[config.mk]
export PLATFORM = sky130hd
export DESIGN_NAME = age_ordered_request_latch_flat
export DESIGN_NICKNAME = d
export VERILOG_FILES = /design/src/rtl/aorl_pkg.sv /design/src/rtl/aorl_in_if.sv /design/src/rtl/aorl_out_if.sv /design/src/rtl/age_ordered_request_latch.sv /design/src/rtl/aorl_rank_table.sv /design/src/rtl/aorl_oldest_sel.sv /design/src/flat_wrapper.sv
export SDC_FILE = /design/constraint.sdc
export NUM_CORES = 1
export LEC_CHECK = 0
export ABC_AREA = 1
export BUFFER_PORTS_ARGS = -buffer_cell sky130_fd_sc_hd__buf_4
export CAP_MARGIN = 20
export CORE_MARGIN = 2
export CORE_UTILIZATION = 50
export CTS_BUF_LIST = sky130_fd_sc_hd__clkbuf_8
export DETAILED_ROUTE_END_ITERATION = 12
export GPL_TIMING_DRIVEN = 0
export PLACE_DENSITY = 0.71
export SYNTH_ARGS = -nofsm -noshare
export SYNTH_HDL_FRONTEND = slang
export SYNTH_SLANG_ARGS = --single-unit
[constraint.sdc]
create_clock -name clk -period 8.85 [get_ports clk]
set_input_delay 0.4425 -clock clk [delete_from_list [all_inputs] [get_ports clk]]
set_output_delay 0.4425 -clock clk [all_outputs]
set_load 0.02 [all_outputs]
[src/rtl/aorl_pkg.sv]
`timescale 1ns / 1ps
// ----------------------------------------------------------------------------
// aorl_pkg
// Shared widths, codes and types of the age ordered request latch.
// ----------------------------------------------------------------------------
package aorl_pkg;

  localparam int MAX_BUTTONS_DEF = 16;

  localparam int CMD_W   = 2;
  localparam int IDX_W   = 4;
  localparam int COUNT_W = 5;

  localparam logic [COUNT_W-1:0] COUNT_RESET = 5'd16;

  typedef enum logic [CMD_W-1:0] {
    CMD_PRESS = 2'd0,
    CMD_CLEAR = 2'd1,
    CMD_QUERY = 2'd2
  } cmd_e;

  typedef struct packed {
    logic [CMD_W-1:0] cmd;
    logic [IDX_W-1:0] idx;
  } req_t;

  typedef struct packed {
    logic             fire;
    logic             known;
    logic [CMD_W-1:0] cmd;
  } upd_t;

  typedef struct packed {
    logic             any_lit;
    logic             oldest_valid;
    logic [IDX_W-1:0] oldest_index;
  } oldest_t;

  typedef struct packed {
    logic             named_lit;
    logic             any_lit;
    logic             oldest_valid;
    logic [IDX_W-1:0] oldest_index;
    logic             index_known;
  } res_t;

endpackage

[src/rtl/aorl_in_if.sv]
`timescale 1ns / 1ps
// ----------------------------------------------------------------------------
// aorl_in_if
// Request channel: command and button index with a valid/ready handshake.
// ----------------------------------------------------------------------------
interface aorl_in_if;
  logic                       valid;
  logic                       ready;
  logic [aorl_pkg::CMD_W-1:0] cmd;
  logic [aorl_pkg::IDX_W-1:0] button_index;

  modport source (output valid, output cmd, output button_index, input ready);
  modport sink   (input valid, input cmd, input button_index, output ready);
endinterface

[src/rtl/aorl_out_if.sv]
`timescale 1ns / 1ps
// ----------------------------------------------------------------------------
// aorl_out_if
// Result channel: button status and oldest lit button with valid/ready.
// ----------------------------------------------------------------------------
interface aorl_out_if;
  logic                       valid;
  logic                       ready;
  logic                       named_lit;
  logic                       any_lit;
  logic                       oldest_valid;
  logic [aorl_pkg::IDX_W-1:0] oldest_index;
  logic                       index_known;

  modport source (output valid, output named_lit, output any_lit, output oldest_valid,
                  output oldest_index, output index_known, input ready);
  modport sink   (input valid, input named_lit, input any_lit, input oldest_valid,
                  input oldest_index, input index_known, output ready);
endinterface

[src/rtl/age_ordered_request_latch.sv]
`timescale 1ns / 1ps
// ----------------------------------------------------------------------------
// age_ordered_request_latch
// Request buttons with lit flags and press ranks; reports the oldest lit one.
//
//   Channel  Direction  Handshake            Payload
//   in_ch    input      valid / ready        cmd, button_index
//   out_ch   output     valid / ready        named_lit, any_lit, oldest_valid,
//                                            oldest_index, index_known
//   cfg_*    input      cfg_valid/cfg_ready  cfg_button_count
//
// One request is taken every cycle unless the result stalls; the input
// register loads at the transfer edge, the shown result register on advance.
// Reset clears all flags, ranks and the lit count and sets the count to 16.
// A stalled result holds the result register, which in turn holds the input
// register; the configuration port is always ready.
// ----------------------------------------------------------------------------
module age_ordered_request_latch #(
  parameter int MAX_BUTTONS = aorl_pkg::MAX_BUTTONS_DEF
) (
  input  logic                         clk,
  input  logic                         rst_n,
  aorl_in_if.sink                      in_ch,
  aorl_out_if.source                   out_ch,
  input  logic                         cfg_valid,
  output logic                         cfg_ready,
  input  logic [aorl_pkg::COUNT_W-1:0] cfg_button_count
);

  localparam int RANK_W = $clog2(MAX_BUTTONS);

  logic                               s0_valid_r;
  aorl_pkg::req_t                     s0_req_r;
  logic [aorl_pkg::COUNT_W-1:0]       count_r;
  logic                               out_valid_r;
  aorl_pkg::res_t                     res_r, res_nxt;

  logic                               advance;
  logic                               known;
  logic [MAX_BUTTONS-1:0]             sel;
  aorl_pkg::upd_t                     upd;
  logic [MAX_BUTTONS-1:0]             lit_view;
  logic [MAX_BUTTONS-1:0][RANK_W-1:0] rank_view;
  aorl_pkg::oldest_t                  oldest;

  assign advance     = s0_valid_r && (!out_valid_r || out_ch.ready);
  assign in_ch.ready = !s0_valid_r || advance;
  assign cfg_ready   = 1'b1;

  assign known = ({1'b0, s0_req_r.idx} < count_r) && (32'(s0_req_r.idx) < MAX_BUTTONS);

  always_comb begin
    for (int i = 0; i < MAX_BUTTONS; i++) begin
      sel[i] = (32'(s0_req_r.idx) == i);
    end
  end

  assign upd.fire  = advance;
  assign upd.known = known;
  assign upd.cmd   = s0_req_r.cmd;

  aorl_rank_table #(
    .MAX_BUTTONS (MAX_BUTTONS)
  ) u_table (
    .clk       (clk),
    .rst_n     (rst_n),
    .upd       (upd),
    .sel       (sel),
    .lit_view  (lit_view),
    .rank_view (rank_view)
  );

  aorl_oldest_sel #(
    .MAX_BUTTONS (MAX_BUTTONS)
  ) u_oldest (
    .lit    (lit_view),
    .rank   (rank_view),
    .oldest (oldest)
  );

  always_comb begin
    res_nxt.named_lit    = known && |(sel & lit_view);
    res_nxt.any_lit      = oldest.any_lit;
    res_nxt.oldest_valid = oldest.oldest_valid;
    res_nxt.oldest_index = oldest.oldest_index;
    res_nxt.index_known  = known;
  end

  always_ff @(posedge clk) begin
    if (!rst_n) begin
      s0_valid_r  <= 1'b0;
      out_valid_r <= 1'b0;
      count_r     <= aorl_pkg::COUNT_RESET;
    end else begin
      if (in_ch.ready) begin
        s0_valid_r <= in_ch.valid;
      end
      if (advance) begin
        out_valid_r <= 1'b1;
      end else if (out_ch.ready) begin
        out_valid_r <= 1'b0;
      end
      if (cfg_valid) begin
        count_r <= cfg_button_count;
      end
    end
  end

  always_ff @(posedge clk) begin
    if (in_ch.valid && in_ch.ready) begin
      s0_req_r.cmd <= in_ch.cmd;
      s0_req_r.idx <= in_ch.button_index;
    end
    if (advance) begin
      res_r <= res_nxt;
    end
  end

  assign out_ch.valid        = out_valid_r;
  assign out_ch.named_lit    = res_r.named_lit;
  assign out_ch.any_lit      = res_r.any_lit;
  assign out_ch.oldest_valid = res_r.oldest_valid;
  assign out_ch.oldest_index = res_r.oldest_index;
  assign out_ch.index_known  = res_r.index_known;

  a_oldest_iff_any: assert property (@(posedge clk) disable iff (!rst_n)
    out_valid_r |-> (res_r.oldest_valid == res_r.any_lit))
    else $error("oldest button flag disagrees with the any-lit flag");

  a_named_needs_known: assert property (@(posedge clk) disable iff (!rst_n)
    (out_valid_r && res_r.named_lit) |-> res_r.index_known)
    else $error("named button reported lit while out of range");

  a_no_oldest_zero_index: assert property (@(posedge clk) disable iff (!rst_n)
    (out_valid_r && !res_r.oldest_valid) |-> (res_r.oldest_index == '0))
    else $error("oldest index is not zero while no button is lit");

endmodule

[src/rtl/aorl_rank_table.sv]
`timescale 1ns / 1ps
// ----------------------------------------------------------------------------
// aorl_rank_table
// Lit flags and press ranks of all buttons, updated by one press or clear.
// ----------------------------------------------------------------------------
module aorl_rank_table #(
  parameter int MAX_BUTTONS = aorl_pkg::MAX_BUTTONS_DEF
) (
  input  logic                                        clk,
  input  logic                                        rst_n,
  input  aorl_pkg::upd_t                              upd,
  input  logic [MAX_BUTTONS-1:0]                      sel,
  output logic [MAX_BUTTONS-1:0]                      lit_view,
  output logic [MAX_BUTTONS-1:0][$clog2(MAX_BUTTONS)-1:0] rank_view
);

  localparam int RANK_W = $clog2(MAX_BUTTONS);
  localparam int TOT_W  = $clog2(MAX_BUTTONS + 1);

  logic [MAX_BUTTONS-1:0]             lit_r, lit_nxt;
  logic [MAX_BUTTONS-1:0][RANK_W-1:0] rank_r, rank_nxt;
  logic [TOT_W-1:0]                   total_r, total_nxt;
  logic [RANK_W-1:0]                  gone;
  logic                               hit_lit;

  assign hit_lit = |(sel & lit_r);

  always_comb begin
    gone = '0;
    for (int i = 0; i < MAX_BUTTONS; i++) begin
      if (sel[i]) begin
        gone = gone | rank_r[i];
      end
    end
  end

  always_comb begin
    lit_nxt   = lit_r;
    rank_nxt  = rank_r;
    total_nxt = total_r;
    if (upd.fire && upd.known) begin
      if (upd.cmd == aorl_pkg::CMD_PRESS && !hit_lit) begin
        for (int i = 0; i < MAX_BUTTONS; i++) begin
          if (sel[i]) begin
            lit_nxt[i]  = 1'b1;
            rank_nxt[i] = RANK_W'(total_r);
          end
        end
        total_nxt = total_r + 1'b1;
      end else if (upd.cmd == aorl_pkg::CMD_CLEAR && hit_lit) begin
        for (int i = 0; i < MAX_BUTTONS; i++) begin
          if (sel[i]) begin
            lit_nxt[i]  = 1'b0;
            rank_nxt[i] = '0;
          end else if (lit_r[i] && rank_r[i] > gone) begin
            rank_nxt[i] = rank_r[i] - 1'b1;
          end
        end
        total_nxt = total_r - 1'b1;
      end
    end
  end

  always_ff @(posedge clk) begin
    if (!rst_n) begin
      lit_r   <= '0;
      rank_r  <= '0;
      total_r <= '0;
    end else begin
      lit_r   <= lit_nxt;
      rank_r  <= rank_nxt;
      total_r <= total_nxt;
    end
  end

  assign lit_view  = lit_nxt;
  assign rank_view = rank_nxt;

  a_total_matches_flags: assert property (@(posedge clk) disable iff (!rst_n)
    total_r == TOT_W'($countones(lit_r)))
    else $error("lit count does not match the lit flags");

  a_clear_drops_total: assert property (@(posedge clk) disable iff (!rst_n)
    (upd.fire && upd.known && upd.cmd == aorl_pkg::CMD_CLEAR && hit_lit)
    |=> total_r == $past(total_r) - 1'b1)
    else $error("clear of a lit button did not lower the lit count");

  a_press_raises_total: assert property (@(posedge clk) disable iff (!rst_n)
    (upd.fire && upd.known && upd.cmd == aorl_pkg::CMD_PRESS && !hit_lit)
    |=> total_r == $past(total_r) + 1'b1)
    else $error("press of an unlit button did not raise the lit count");

endmodule

[src/rtl/aorl_oldest_sel.sv]
`timescale 1ns / 1ps
// ----------------------------------------------------------------------------
// aorl_oldest_sel
// Finds whether any button is lit and which lit button holds rank zero.
// ----------------------------------------------------------------------------
module aorl_oldest_sel #(
  parameter int MAX_BUTTONS = aorl_pkg::MAX_BUTTONS_DEF
) (
  input  logic [MAX_BUTTONS-1:0]                          lit,
  input  logic [MAX_BUTTONS-1:0][$clog2(MAX_BUTTONS)-1:0] rank,
  output aorl_pkg::oldest_t                               oldest
);

  localparam int IW = aorl_pkg::IDX_W;

  always_comb begin
    oldest.any_lit      = |lit;
    oldest.oldest_valid = 1'b0;
    oldest.oldest_index = '0;
    for (int i = MAX_BUTTONS - 1; i >= 0; i--) begin
      if (lit[i] && rank[i] == '0) begin
        oldest.oldest_valid = 1'b1;
        oldest.oldest_index = IW'(i);
      end
    end
  end

endmodule
[src/flat_wrapper.sv]
// flat-port wrapper written by rule: the top's interface ports become plain ports
module age_ordered_request_latch_flat 
#(
  parameter int MAX_BUTTONS = aorl_pkg::MAX_BUTTONS_DEF
)
  (clk, rst_n, cfg_valid, cfg_ready, cfg_button_count, in_ch_valid, in_ch_cmd, in_ch_button_index, in_ch_ready, out_ch_valid, out_ch_named_lit, out_ch_any_lit, out_ch_oldest_valid, out_ch_oldest_index, out_ch_index_known, out_ch_ready);
  aorl_in_if in_ch_i ();
  aorl_out_if out_ch_i ();
  input  logic clk;
  input  logic rst_n;
  input  logic cfg_valid;
  output logic cfg_ready;
  input  logic [aorl_pkg::COUNT_W-1:0] cfg_button_count;
  input wire logic [$bits(in_ch_i.valid)-1:0] in_ch_valid;
  input wire logic [$bits(in_ch_i.cmd)-1:0] in_ch_cmd;
  input wire logic [$bits(in_ch_i.button_index)-1:0] in_ch_button_index;
  output wire logic [$bits(in_ch_i.ready)-1:0] in_ch_ready;
  output wire logic [$bits(out_ch_i.valid)-1:0] out_ch_valid;
  output wire logic [$bits(out_ch_i.named_lit)-1:0] out_ch_named_lit;
  output wire logic [$bits(out_ch_i.any_lit)-1:0] out_ch_any_lit;
  output wire logic [$bits(out_ch_i.oldest_valid)-1:0] out_ch_oldest_valid;
  output wire logic [$bits(out_ch_i.oldest_index)-1:0] out_ch_oldest_index;
  output wire logic [$bits(out_ch_i.index_known)-1:0] out_ch_index_known;
  input wire logic [$bits(out_ch_i.ready)-1:0] out_ch_ready;
  assign in_ch_i.valid = in_ch_valid;
  assign in_ch_i.cmd = in_ch_cmd;
  assign in_ch_i.button_index = in_ch_button_index;
  assign in_ch_ready = in_ch_i.ready;
  assign out_ch_valid = out_ch_i.valid;
  assign out_ch_named_lit = out_ch_i.named_lit;
  assign out_ch_any_lit = out_ch_i.any_lit;
  assign out_ch_oldest_valid = out_ch_i.oldest_valid;
  assign out_ch_oldest_index = out_ch_i.oldest_index;
  assign out_ch_index_known = out_ch_i.index_known;
  assign out_ch_i.ready = out_ch_ready;
  age_ordered_request_latch #(.MAX_BUTTONS(MAX_BUTTONS)) u_core (.clk(clk), .rst_n(rst_n), .in_ch(in_ch_i), .out_ch(out_ch_i), .cfg_valid(cfg_valid), .cfg_ready(cfg_ready), .cfg_button_count(cfg_button_count));
endmodule
=== After elaboration in Yosys (flattened, before gate mapping) ===
Cells that the tools add are included.
W data, S select, Z words.

* Input port bits: 16
* Word-level logic and storage cells: 291
* Output and inout bits: 11
* Latch bits: 0
* Bits in writable memories: 0
* Memories: 0
* Register bits: 106
* Memory bits (read-only): 0

* Reductions and logical operators: 71
* $add $sub $neg: 18
* Muxes and demuxes: 121
* Equality and inequality tests: 16
* $lt $le $gt $ge: 17
* Shift operators: 0
* Multipliers: 0
* Bitwise logic cells: 17
* Divide/modulo/power cells: 0

{| class="wikitable"
|+ Operators by type and width
! operator !! number
|-
| $mux W4 || 71
|-
| $mux W64 || 3
|-
| $logic_not A4 Y1 || 17
|-
| $gt A4 B4 Y1 || 16
|-
| $sub A4 B1 Y4 const B || 16
|-
| $or A4 B4 Y4 || 15
|-
| $mux W16 || 3
|-
| $reduce_or A16 Y1 || 3
|-
| $logic_and A1 B1 Y1 || 38
|-
| $mux W1 || 35
|-
| $and A16 B16 Y16 || 2
|-
| $eq A4 B4 Y1 const B || 8
|-
| $eq A4 B3 Y1 const B || 4
|-
| $mux W5 || 3
|-
| $reduce_or A15 Y1 || 1
|-
| $mux W3 || 4
|-
| $eq A4 B2 Y1 const B || 2
|-
| $reduce_or A8 Y1 || 1
|-
| $add A5 B1 Y5 const B || 1
|-
| $lt A4 B5 Y1 || 1
|-
| $sub A5 B1 Y5 const B || 1
|-
| $eq A4 B1 Y1 const B || 1
|-
| $mux W2 || 2
|-
| $reduce_bool A2 Y1 || 2
|-
| other kinds (7) || 10
|}

=== Logic depth before layout (Yosys ltp) ===
Gate-level depths: netlist of the first run.

* Depth after elaboration: 56
* Gate-level depth with buffers: 41
* Gate-level depth less buffers: 40

=== Modules after synthesis ===
A second synthesis of the first run with hierarchy kept.

* Cell total of the unflattened synthesis: 1,593
* Area, all modules: 10,343.7 um^2

{| class="wikitable"
|+ By module, submodules not included
! module !! seq. area each (um^2) !! instances !! area an instance (um^2) !! cells each
|-
| aorl_rank_table || 1,681.6 || 1 || 8,851.0 || 1,381
|-
| age_ordered_request_latch || 560.5 || 1 || 1,047.3 || 128
|-
| aorl_oldest_sel || 0.0 || 1 || 445.4 || 84
|}

=== Least setup slack after synthesis of the first run ===
No wires, ideal clock.

* Path type: register -> register
* Start point: register u_core.s0_req_r[1] (netlist name)
* End point: register u_core.res_r (netlist bit u_core.out_ch.oldest_index[0]) (data pin)
* Cell stages (with the launch flop): 37
* Path buffers: 1
* Data arrival time: 5,853 ps
* Setup slack: 2,742 ps
* Required time: 8,595 ps
* Setup time: 255 ps
* Period minus slack after synthesis: 6,108 ps
* Path through: edfxtp_1 inv_1 nor2_2 inv_1 nor2_1 clkbuf_1 a221oi_1 o2111ai_1 a2111oi_0 ha_1 nand2_1 o21a_1 nand2_1 inv_1 nand2_1 nand2_1 nand3_1 nand2_1 nand2_1 nand2_1 nand3_1 nor2_1 nand2_1 nand2_1 nand2_1 nand2_1 nand2_1 nand2_1 nand2_1 nand2_1 nand2_1 nand2_1 nand2_1 nand2_1 nand2_1 nand2_1 a21oi_2

* Cells in the longest elaborated chain, start to end: 56
* Elaborated cells between the ends (all ways): 219
* Classes of those cells: order compare: 17; eq/ne: 15; mux: 117; bitwise: 16; reduce/logical: 54

{| class="wikitable"
|+ RTL lines
! what !! line !! text
|-
| from (decl) || age_ordered_request_latch.sv:33 || <nowiki>aorl_pkg::req_t s0_req_r;</nowiki>
|-
| $logic_not A4 Y1 || age_ordered_request_latch.sv:54 || <nowiki>sel[i] = (32'(s0_req_r.idx) == i);</nowiki>
|-
| $mux W4 || aorl_rank_table.sv:31 || <nowiki>if (sel[i]) begin</nowiki>
|-
| $or A4 B4 Y4 || aorl_rank_table.sv:32 || <nowiki>gone = gone | rank_r[i];</nowiki>
|-
| $mux W4 || aorl_rank_table.sv:31 ||
|-
| $or A4 B4 Y4 || aorl_rank_table.sv:32 ||
|-
| $mux W4 || aorl_rank_table.sv:31 ||
|-
| $or A4 B4 Y4 || aorl_rank_table.sv:32 ||
|-
| $mux W4 || aorl_rank_table.sv:31 ||
|-
| [... 30 more ...] || - ||
|-
| $mux W64 || aorl_rank_table.sv:41 || <nowiki>if (upd.fire && upd.known) begin</nowiki>
|-
| $logic_not A4 Y1 || aorl_oldest_sel.sv:21 || <nowiki>if (lit[i] && rank[i] == '0) begin</nowiki>
|-
| $logic_and A1 B1 Y1 || aorl_oldest_sel.sv:21 ||
|-
| $mux W5 || aorl_oldest_sel.sv:21 ||
|-
| $mux W4 (7 in series) || aorl_oldest_sel.sv:21 ||
|-
| $mux W3 (4 in series) || aorl_oldest_sel.sv:21 ||
|-
| $mux W2 (2 in series) || aorl_oldest_sel.sv:21 ||
|-
| $mux W1 || aorl_oldest_sel.sv:21 ||
|-
| to (signal assigned) || age_ordered_request_latch.sv:115 || <nowiki>res_r <= res_nxt;</nowiki>
|-
| to (decl) || age_ordered_request_latch.sv:36 || <nowiki>aorl_pkg::res_t res_r, res_nxt;</nowiki>
|}

Several ways; a longest one is shown, not always the timed one.
A chain may end at the register's enable or synchronous reset.

=== Final worst setup path of the first run ===
* Start point: register u_core.s0_req_r[2] (netlist name)
* End point: register u_core.res_r (netlist bit u_core.out_ch.oldest_index[0]) (data pin)

Same word-level chain as after synthesis.

==> results of run 1 <==
[power groups by stage]
stage                     sequential [mW]  clock (mW)  combinational (mW)
after floorplan                     0.506           0              0.0651
after global placement              0.505           0               0.113
after detailed placement            0.505           0               0.114
after CTS                           0.495       0.387               0.115
after global routing                0.495       0.405               0.126
final                               0.495       0.390               0.120
[cells by family (layout without fill, tap and decap cells)]
group,after synthesis,count (layout)
flip-flops,105,105
buffers and inverters,295,346
AO/OA/AOI/OAI,391,391
other,1,1
XOR/XNOR,7,7
adder cells (fa/ha/maj),86,86
AND/OR/NAND/NOR,644,644
[flip-flops by register name, summed over array words and instances, names as in the netlist]
name and flops:
u_core.u_table.rank_r 64, u_core.s0_valid_r 1, u_core.out_ch.oldest_valid 1, u_core.out_ch.named_lit 1
u_core.u_table.lit_r 16, u_core.out_ch.oldest_index 4, u_core.s0_req_r 6, u_core.u_table.total_r 4
u_core.out_ch.valid 1, u_core.out_ch.index_known 1, u_core.out_ch.any_lit 1, u_core.count_r 5
[routing by layer]
metal  vias up  share of wire (%)  track usage (%)  routed length, um
li1       5247                  -                -                  -
met1      4907                 41             43.7              13900
met2       674                 44             55.3              15100
met3       115                 11             6.33               3710
met4         0                4.5             15.7               1540
met5         -                  0                0                  0
[area by class of cell]
cell class	count	area (sq um)	share of cell area, %
plain buffers	62	305	2.94
clock buffers	9	124	1.19
clock inverters	7	125	1.21
inverters	233	875	8.42
multi-input cells	1129	6140	59.2
flip-flops and latches	105	2240	21.6
well taps	234	293	2.82
repair buffers	35	275	2.65
[cell usage in the layout, fill, tap and decap left out, types with 4 or more instances in the layout]
cell type,Yosys,routed
a221oi_1,11,11
o21ai_1,9,9
inv_1,224,224
o21ai_0,189,189
o211ai_1,8,8
ha_1,85,85
o2111ai_1,11,11
nor2_2,6,6
inv_2,9,9
clkbuf_1,38,38
clkbuf_8,0,9
o22ai_1,31,31
nand4_1,38,38
a21oi_1,81,81
a22oi_1,4,4
a32oi_1,9,9
buf_4,10,41
nand2_2,5,5
edfxtp_1,14,14
a31oi_1,14,14
nor2_1,103,103
nand2_1,365,365
xor2_1,6,6
nor4_1,4,4
nand3_1,92,92
o21a_1,12,12
nor3_1,21,21
dfxtp_1,91,91
nor2_4,4,4
buf_2,10,13
[worst max-delay path by stage]
| stage | from | to | slack (ps) | cells after the start |
|---|---|---|---|---|
| 5_1_grt | u_core.s0_req_r[1] | u_core.out_ch.oldest_index[0] | 2490 | 33 |
| 3_5_place_dp | u_core.s0_req_r[1] | u_core.out_ch.oldest_index[0] | 3190 | 33 |
| 4_1_cts | u_core.s0_req_r[1] | u_core.out_ch.oldest_index[0] | 3140 | 34 |
| 2_1_floorplan | u_core.s0_req_r[1] | u_core.out_ch.oldest_index[0] | 2740 | 36 |
| 6_report | u_core.s0_req_r[2] | u_core.out_ch.oldest_index[0] | 2910 | 32 |
| 3_3_place_gp | u_core.s0_req_r[1] | u_core.out_ch.oldest_index[0] | -2960 | 33 |
==> out/results.tsv, run 1 <==
metric	value	unit
logic gate share of total power	11.9	%
CTS Buf Count	9	
Synth warnings	0	
grt total ovfl	0	
CP most frequent cell	nand2_1	
PD cells	96.8	nW/um^2
most frequent cell after synthesis	nand2_1	
antenna violations before repair	0	
TritonCTS clock tree	built	
top post-synthesis cells by count	365 x nand2_1, 224 x inv_1, 189 x o21ai_0, 103 x nor2_1, 92 x nand3_1	
core area	18700	sq um
worst r2r path cells	32	
fin cells	1814	
RR Endpoint	u_core.out_ch.oldest_index[0]	
Data arrival, critical path	6110	ps
type of origin of the critical path	flip-flop	
Synth Instances	1529	
RSZ-0062 raised after global routing	false	
Clock Skew	17.3	ps
Place WS	3190	ps
drt pass-1 iters	7	
Synth Area in Compound Gates	23.3	%
PnR worst setup slack	2910	ps
Fin Setup TNS	0	ps
wire length per cell	18.9	um
WL final	34.3	mm
critical path class	flip-flop to flip-flop	
worst hold slack	207	ps
Yosys reg bits	105	
Root Buffer	clkbuf_8	
CTS resizes	0	
max_slew headroom	39.1	%
pin count of the biggest net entering global routing	19	
Port Buffers	25	
slowest cell on the critical path	nand4_1	
hpwl dp	26.0	mm
Nets	1677	
die area	20200	sq um
antenna diode count	0	
Post-CTS Setup Bufs	0	
cell family with most CP delay	simple AND/OR/NAND/NOR gates	
fmax	168	MHz
Crit path required time	9020	ps
CTS clock-pin slew for the worst setup and hold paths	110	ps
power share of the clock group	38.8	%
gpl congestion	0.997	
Layout fillers	1897	
peak supply drop	0.0000765	V
Reg2Reg Launch Point	u_core.s0_req_r[2]	
DP Area	10100	sq um
Slew Viols, Final	0	
asr flop ratio synth	0	%
Seq/Total Area, Yosys	23.5	%
largest family of logic cells by synthesized area	simple AND/OR/NAND/NOR gates	
hold path startpoint	in_ch_button_index[1]	
hold worst-path end	u_core.s0_req_r[1]	
Area Growth Syn to Fin	8.76	%
Syn Std Cell Area	9550	sq um
layout cell share with drive strength beyond 1	6.90	%
Die Wd	142	um
Post-Synthesis Net Count	1631	
CP Max Fanout	10	
site row count	50	
share of the synthesized area in the top cell type	19.1	%
Post-synth EDFFs	14	
clock sinks	105	
top_reg_cell synth	dfxtp_1	
Tcrit/Tclk final	67.1	%
Min-Delay Path Class	input port to flip-flop	
register share of total power	49.3	%
Die H	142	um
initial core utilization	51.0	%
Final Hold Fails	0	
Clock Path Buffers	2	
post-route ant nets	0	
vias in the first global route	9826	
I/O pin count	27	
Synth cell types	46	
total power	1.00	mW
Hold Crit Depth	1	
XOR/XNOR share of the synthesized area	0.642	%
Placed Cells	1798	
NetSw	0.297	mW
Layout Utilization	55.5	%
Mean Syn Cell Area	6.24	sq um
Simple-Gate Fraction of Synth Area	28.8	%
worst skew pair latency	410	ps
fin area	10400	sq um
hold_buf cts	0	
Initial DRC Count	1220	
Int Pwr	0.708	mW
global-route wire length before repair	53.0	mm
outcome	completed	
GRT Total Usage	34.0	%
Worst Max-Slew Pin Slew	914	ps
post-synth top area cell	dfxtp_1	
CP max stage delay	760	ps
via/cell ratio	6.03	
H-tree Lvls	3	
crit path buf inv count	3	
mux contribution to synthesized area	0	%
Post-Synth Adder-Cell Area	11.3	%
DRC	0	
reg2reg setup slack	2910	ps
final setup violation count	0	
CP Capture Type	flip-flop	
top post-synthesis cells by area	dfxtp_1 19%, nand2_1 14%, ha_1 11%, o21ai_0 9.9%, inv_1 8.8%	
Leakage Power	4.41	nW
Tmin final	5940	ps
routed vias	10900	
Net Sw Frac	29.5	%
max-cap viol count	0	
(Power assumes the default switching activity.)
==> run 2, diff against run 1 <==
==> constraint.sdc (replaced) <==
create_clock -name clk -period 5.76 [get_ports clk]
set_input_delay 0.288 -clock clk [delete_from_list [all_inputs] [get_ports clk]]
set_output_delay 0.288 -clock clk [all_outputs]
set_load 0.02 [all_outputs]
==> out/results.tsv, run 2 (same netlist as run 1, synthesis figures left out) <==
metric	value	unit	change
outcome	completed		
WL final	34.3	mm	about the same
global-route wire length before repair	53.2	mm	+0.31%
post-route ant nets	0		unchanged
grt total ovfl	0		unchanged
pin count of the biggest net entering global routing	18		-1
worst skew pair latency	410	ps	about the same
most frequent cells in the layout	365 x nand2_1, 225 x inv_1, 188 x o21ai_0		
via/cell ratio	5.98		-0.82%
max reg flops	64		unchanged
Min-Delay Path Class	input port to flip-flop		
Clock Skew	15.5	ps	-1.82 ps
Nets	1687		+0.60%
critical path depth in cells	40		+25%
Tcrit/Tclk final	94.5	%	+27 points
critical path class	flip-flop to flip-flop		
Root Buffer	clkbuf_8		
peak supply drop	0.000104	V	+36%
fin cells	1824		+0.55%
antenna violations before repair	0		unchanged
slowest cell on the critical path	edfxtp_1		
Net Sw Frac	29.6	%	+0.040 points
max-cap viol count	0		unchanged
type of origin of the critical path	flip-flop		
Placed Cells	1798		unchanged
TritonCTS clock tree	built		
Clock Path Buffers	2		unchanged
drt pass-1 iters	9		+2
vias in the first global route	9735		-0.93%
crit path buf inv count	6		+3
reg2reg setup slack	320	ps	-2590 ps
NetSw	0.436	mW	+47%
CTS Buf Count	9		unchanged
Slew Viols, Final	0		unchanged
core area	18700	sq um	unchanged
fmax	184	MHz	+9.1%
Tmin final	5440	ps	-495 ps
Worst Max-Slew Pin Slew	1060	ps	+148 ps
Data arrival, critical path	5680	ps	-430 ps
register share of total power	51.5	%	+2.2 points
CP Max Fanout	10		unchanged
Final Hold Fails	0		unchanged
antenna diode count	0		unchanged
DRC	0		unchanged
Area Growth Syn to Fin	10.2	%	
total power	1.48	mW	+47%
Initial DRC Count	1333		+9.3%
Fin Setup TNS	0	ps	unchanged
worst hold slack	55.1	ps	-152 ps
gpl congestion	0.969		-2.8%
commonest non-fill, non-tap cell in the layout	nand2_1		
multi-input logic area	6240	sq um	+1.6%
clock sinks	105		unchanged
site row count	50		unchanged
CP Capture Type	flip-flop		
Biggest register	u_core.u_table.rank_r		
hpwl dp	26.1	mm	+0.15%
max_slew headroom	29.3	%	-9.8 points
CP max stage delay	500	ps	-260 ps
Die H	142	um	unchanged
final setup violation count	0		unchanged
register area	2240	sq um	unchanged
layout cell share with drive strength beyond 1	8.49	%	+1.6 points
Int Pwr	1.04	mW	+47%
H-tree Lvls	3		unchanged
die area	20200	sq um	unchanged
Crit path required time	6000	ps	-3020 ps
logic gate share of total power	12.7	%	+0.8 points
cell family with most CP delay	simple AND/OR/NAND/NOR gates		
PD cells	140	nW/um^2	+45%
GRT Total Usage	34.1	%	+0.099 points
Layout fillers	1898		+0.053%
CTS clock-pin slew for the worst setup and hold paths	110	ps	about the same
CP most frequent cell	nand2_1		
Leakage Power	4.50	nW	+1.9%
I/O pin count	27		unchanged
initial core utilization	51.0	%	unchanged
Top Registers	u_core.u_table.rank_r x64, u_core.u_table.lit_r x16, u_core.s0_req_r x6		
wire length per cell	18.8	um	-0.61%
power share of the clock group	35.8	%	-3.0 points
worst r2r path cells	40		+25%
routed vias	10900		-0.27%
Port Buffers	25		unchanged
Hold Crit Depth	1		unchanged
Die Wd	142	um	unchanged
[run 2: layer usage]
layer  track usage, %  vias up  wire length [um]
li1                 -     5272                 -
met1             43.6     4889             13700
met2             53.3      602             14700
met3             6.12      150              3610
met4             20.9        0              2260
met5                0        -                 0
[run 2: power by group through the flow]
stage          Combinational (mW)  Sequential (mW)  Clock, mW
3_3_place_gp                0.173            0.776          0
6_report                    0.187            0.760      0.528
5_1_grt                     0.197            0.761      0.560
4_1_cts                     0.175            0.760      0.529
3_5_place_dp                0.174            0.777          0
2_1_floorplan               0.100            0.778          0
[run 2: timing repair]
item | 4_1_cts | 5_1_grt
setup endpoints to repair | 1 | 5
hold buffers | 0 | 0
gates resized for setup | 0 | 30
pin swaps | 1 | 3
buffers inserted | 1 | 9
hold endpoints to repair | 0 | 0
[run 2: area by class of cell]
| class | count | area share, % |
|---|---|---|
| Timing Repair Buffer | 45 | 3.31 |
| Multi-Input combinational cell | 1129 | 59.3 |
| Buffer | 62 | 2.95 |
| Inverter | 233 | 8.31 |
| Clock inverter | 7 | 0.821 |
| Tap cell | 234 | 2.78 |
| Sequential cell | 105 | 21.3 |
| Clock buffer | 9 | 1.18 |
[run 2: path summary, 6_finish.rpt]
kind                            from                            end
setup / recovery  u_core.s0_req_r[1]  u_core.out_ch.oldest_index[0]
hold / removal          in_ch_cmd[0]             u_core.s0_req_r[4]
setup reg to reg  u_core.s0_req_r[1]  u_core.out_ch.oldest_index[0]
hold reg to reg    u_core.count_r[2]              u_core.count_r[2]
[run 2: metrics by stage]
stage	area (sq um)	util [%]	setup slack, ps
floorplan	9550	-	383
global placement	10000	53.6	-3850
detailed placement	10100	54.1	71.9
CTS	10300	55.3	74.7
global route	10500	56.2	-14.0
finish	10500	56.2	316
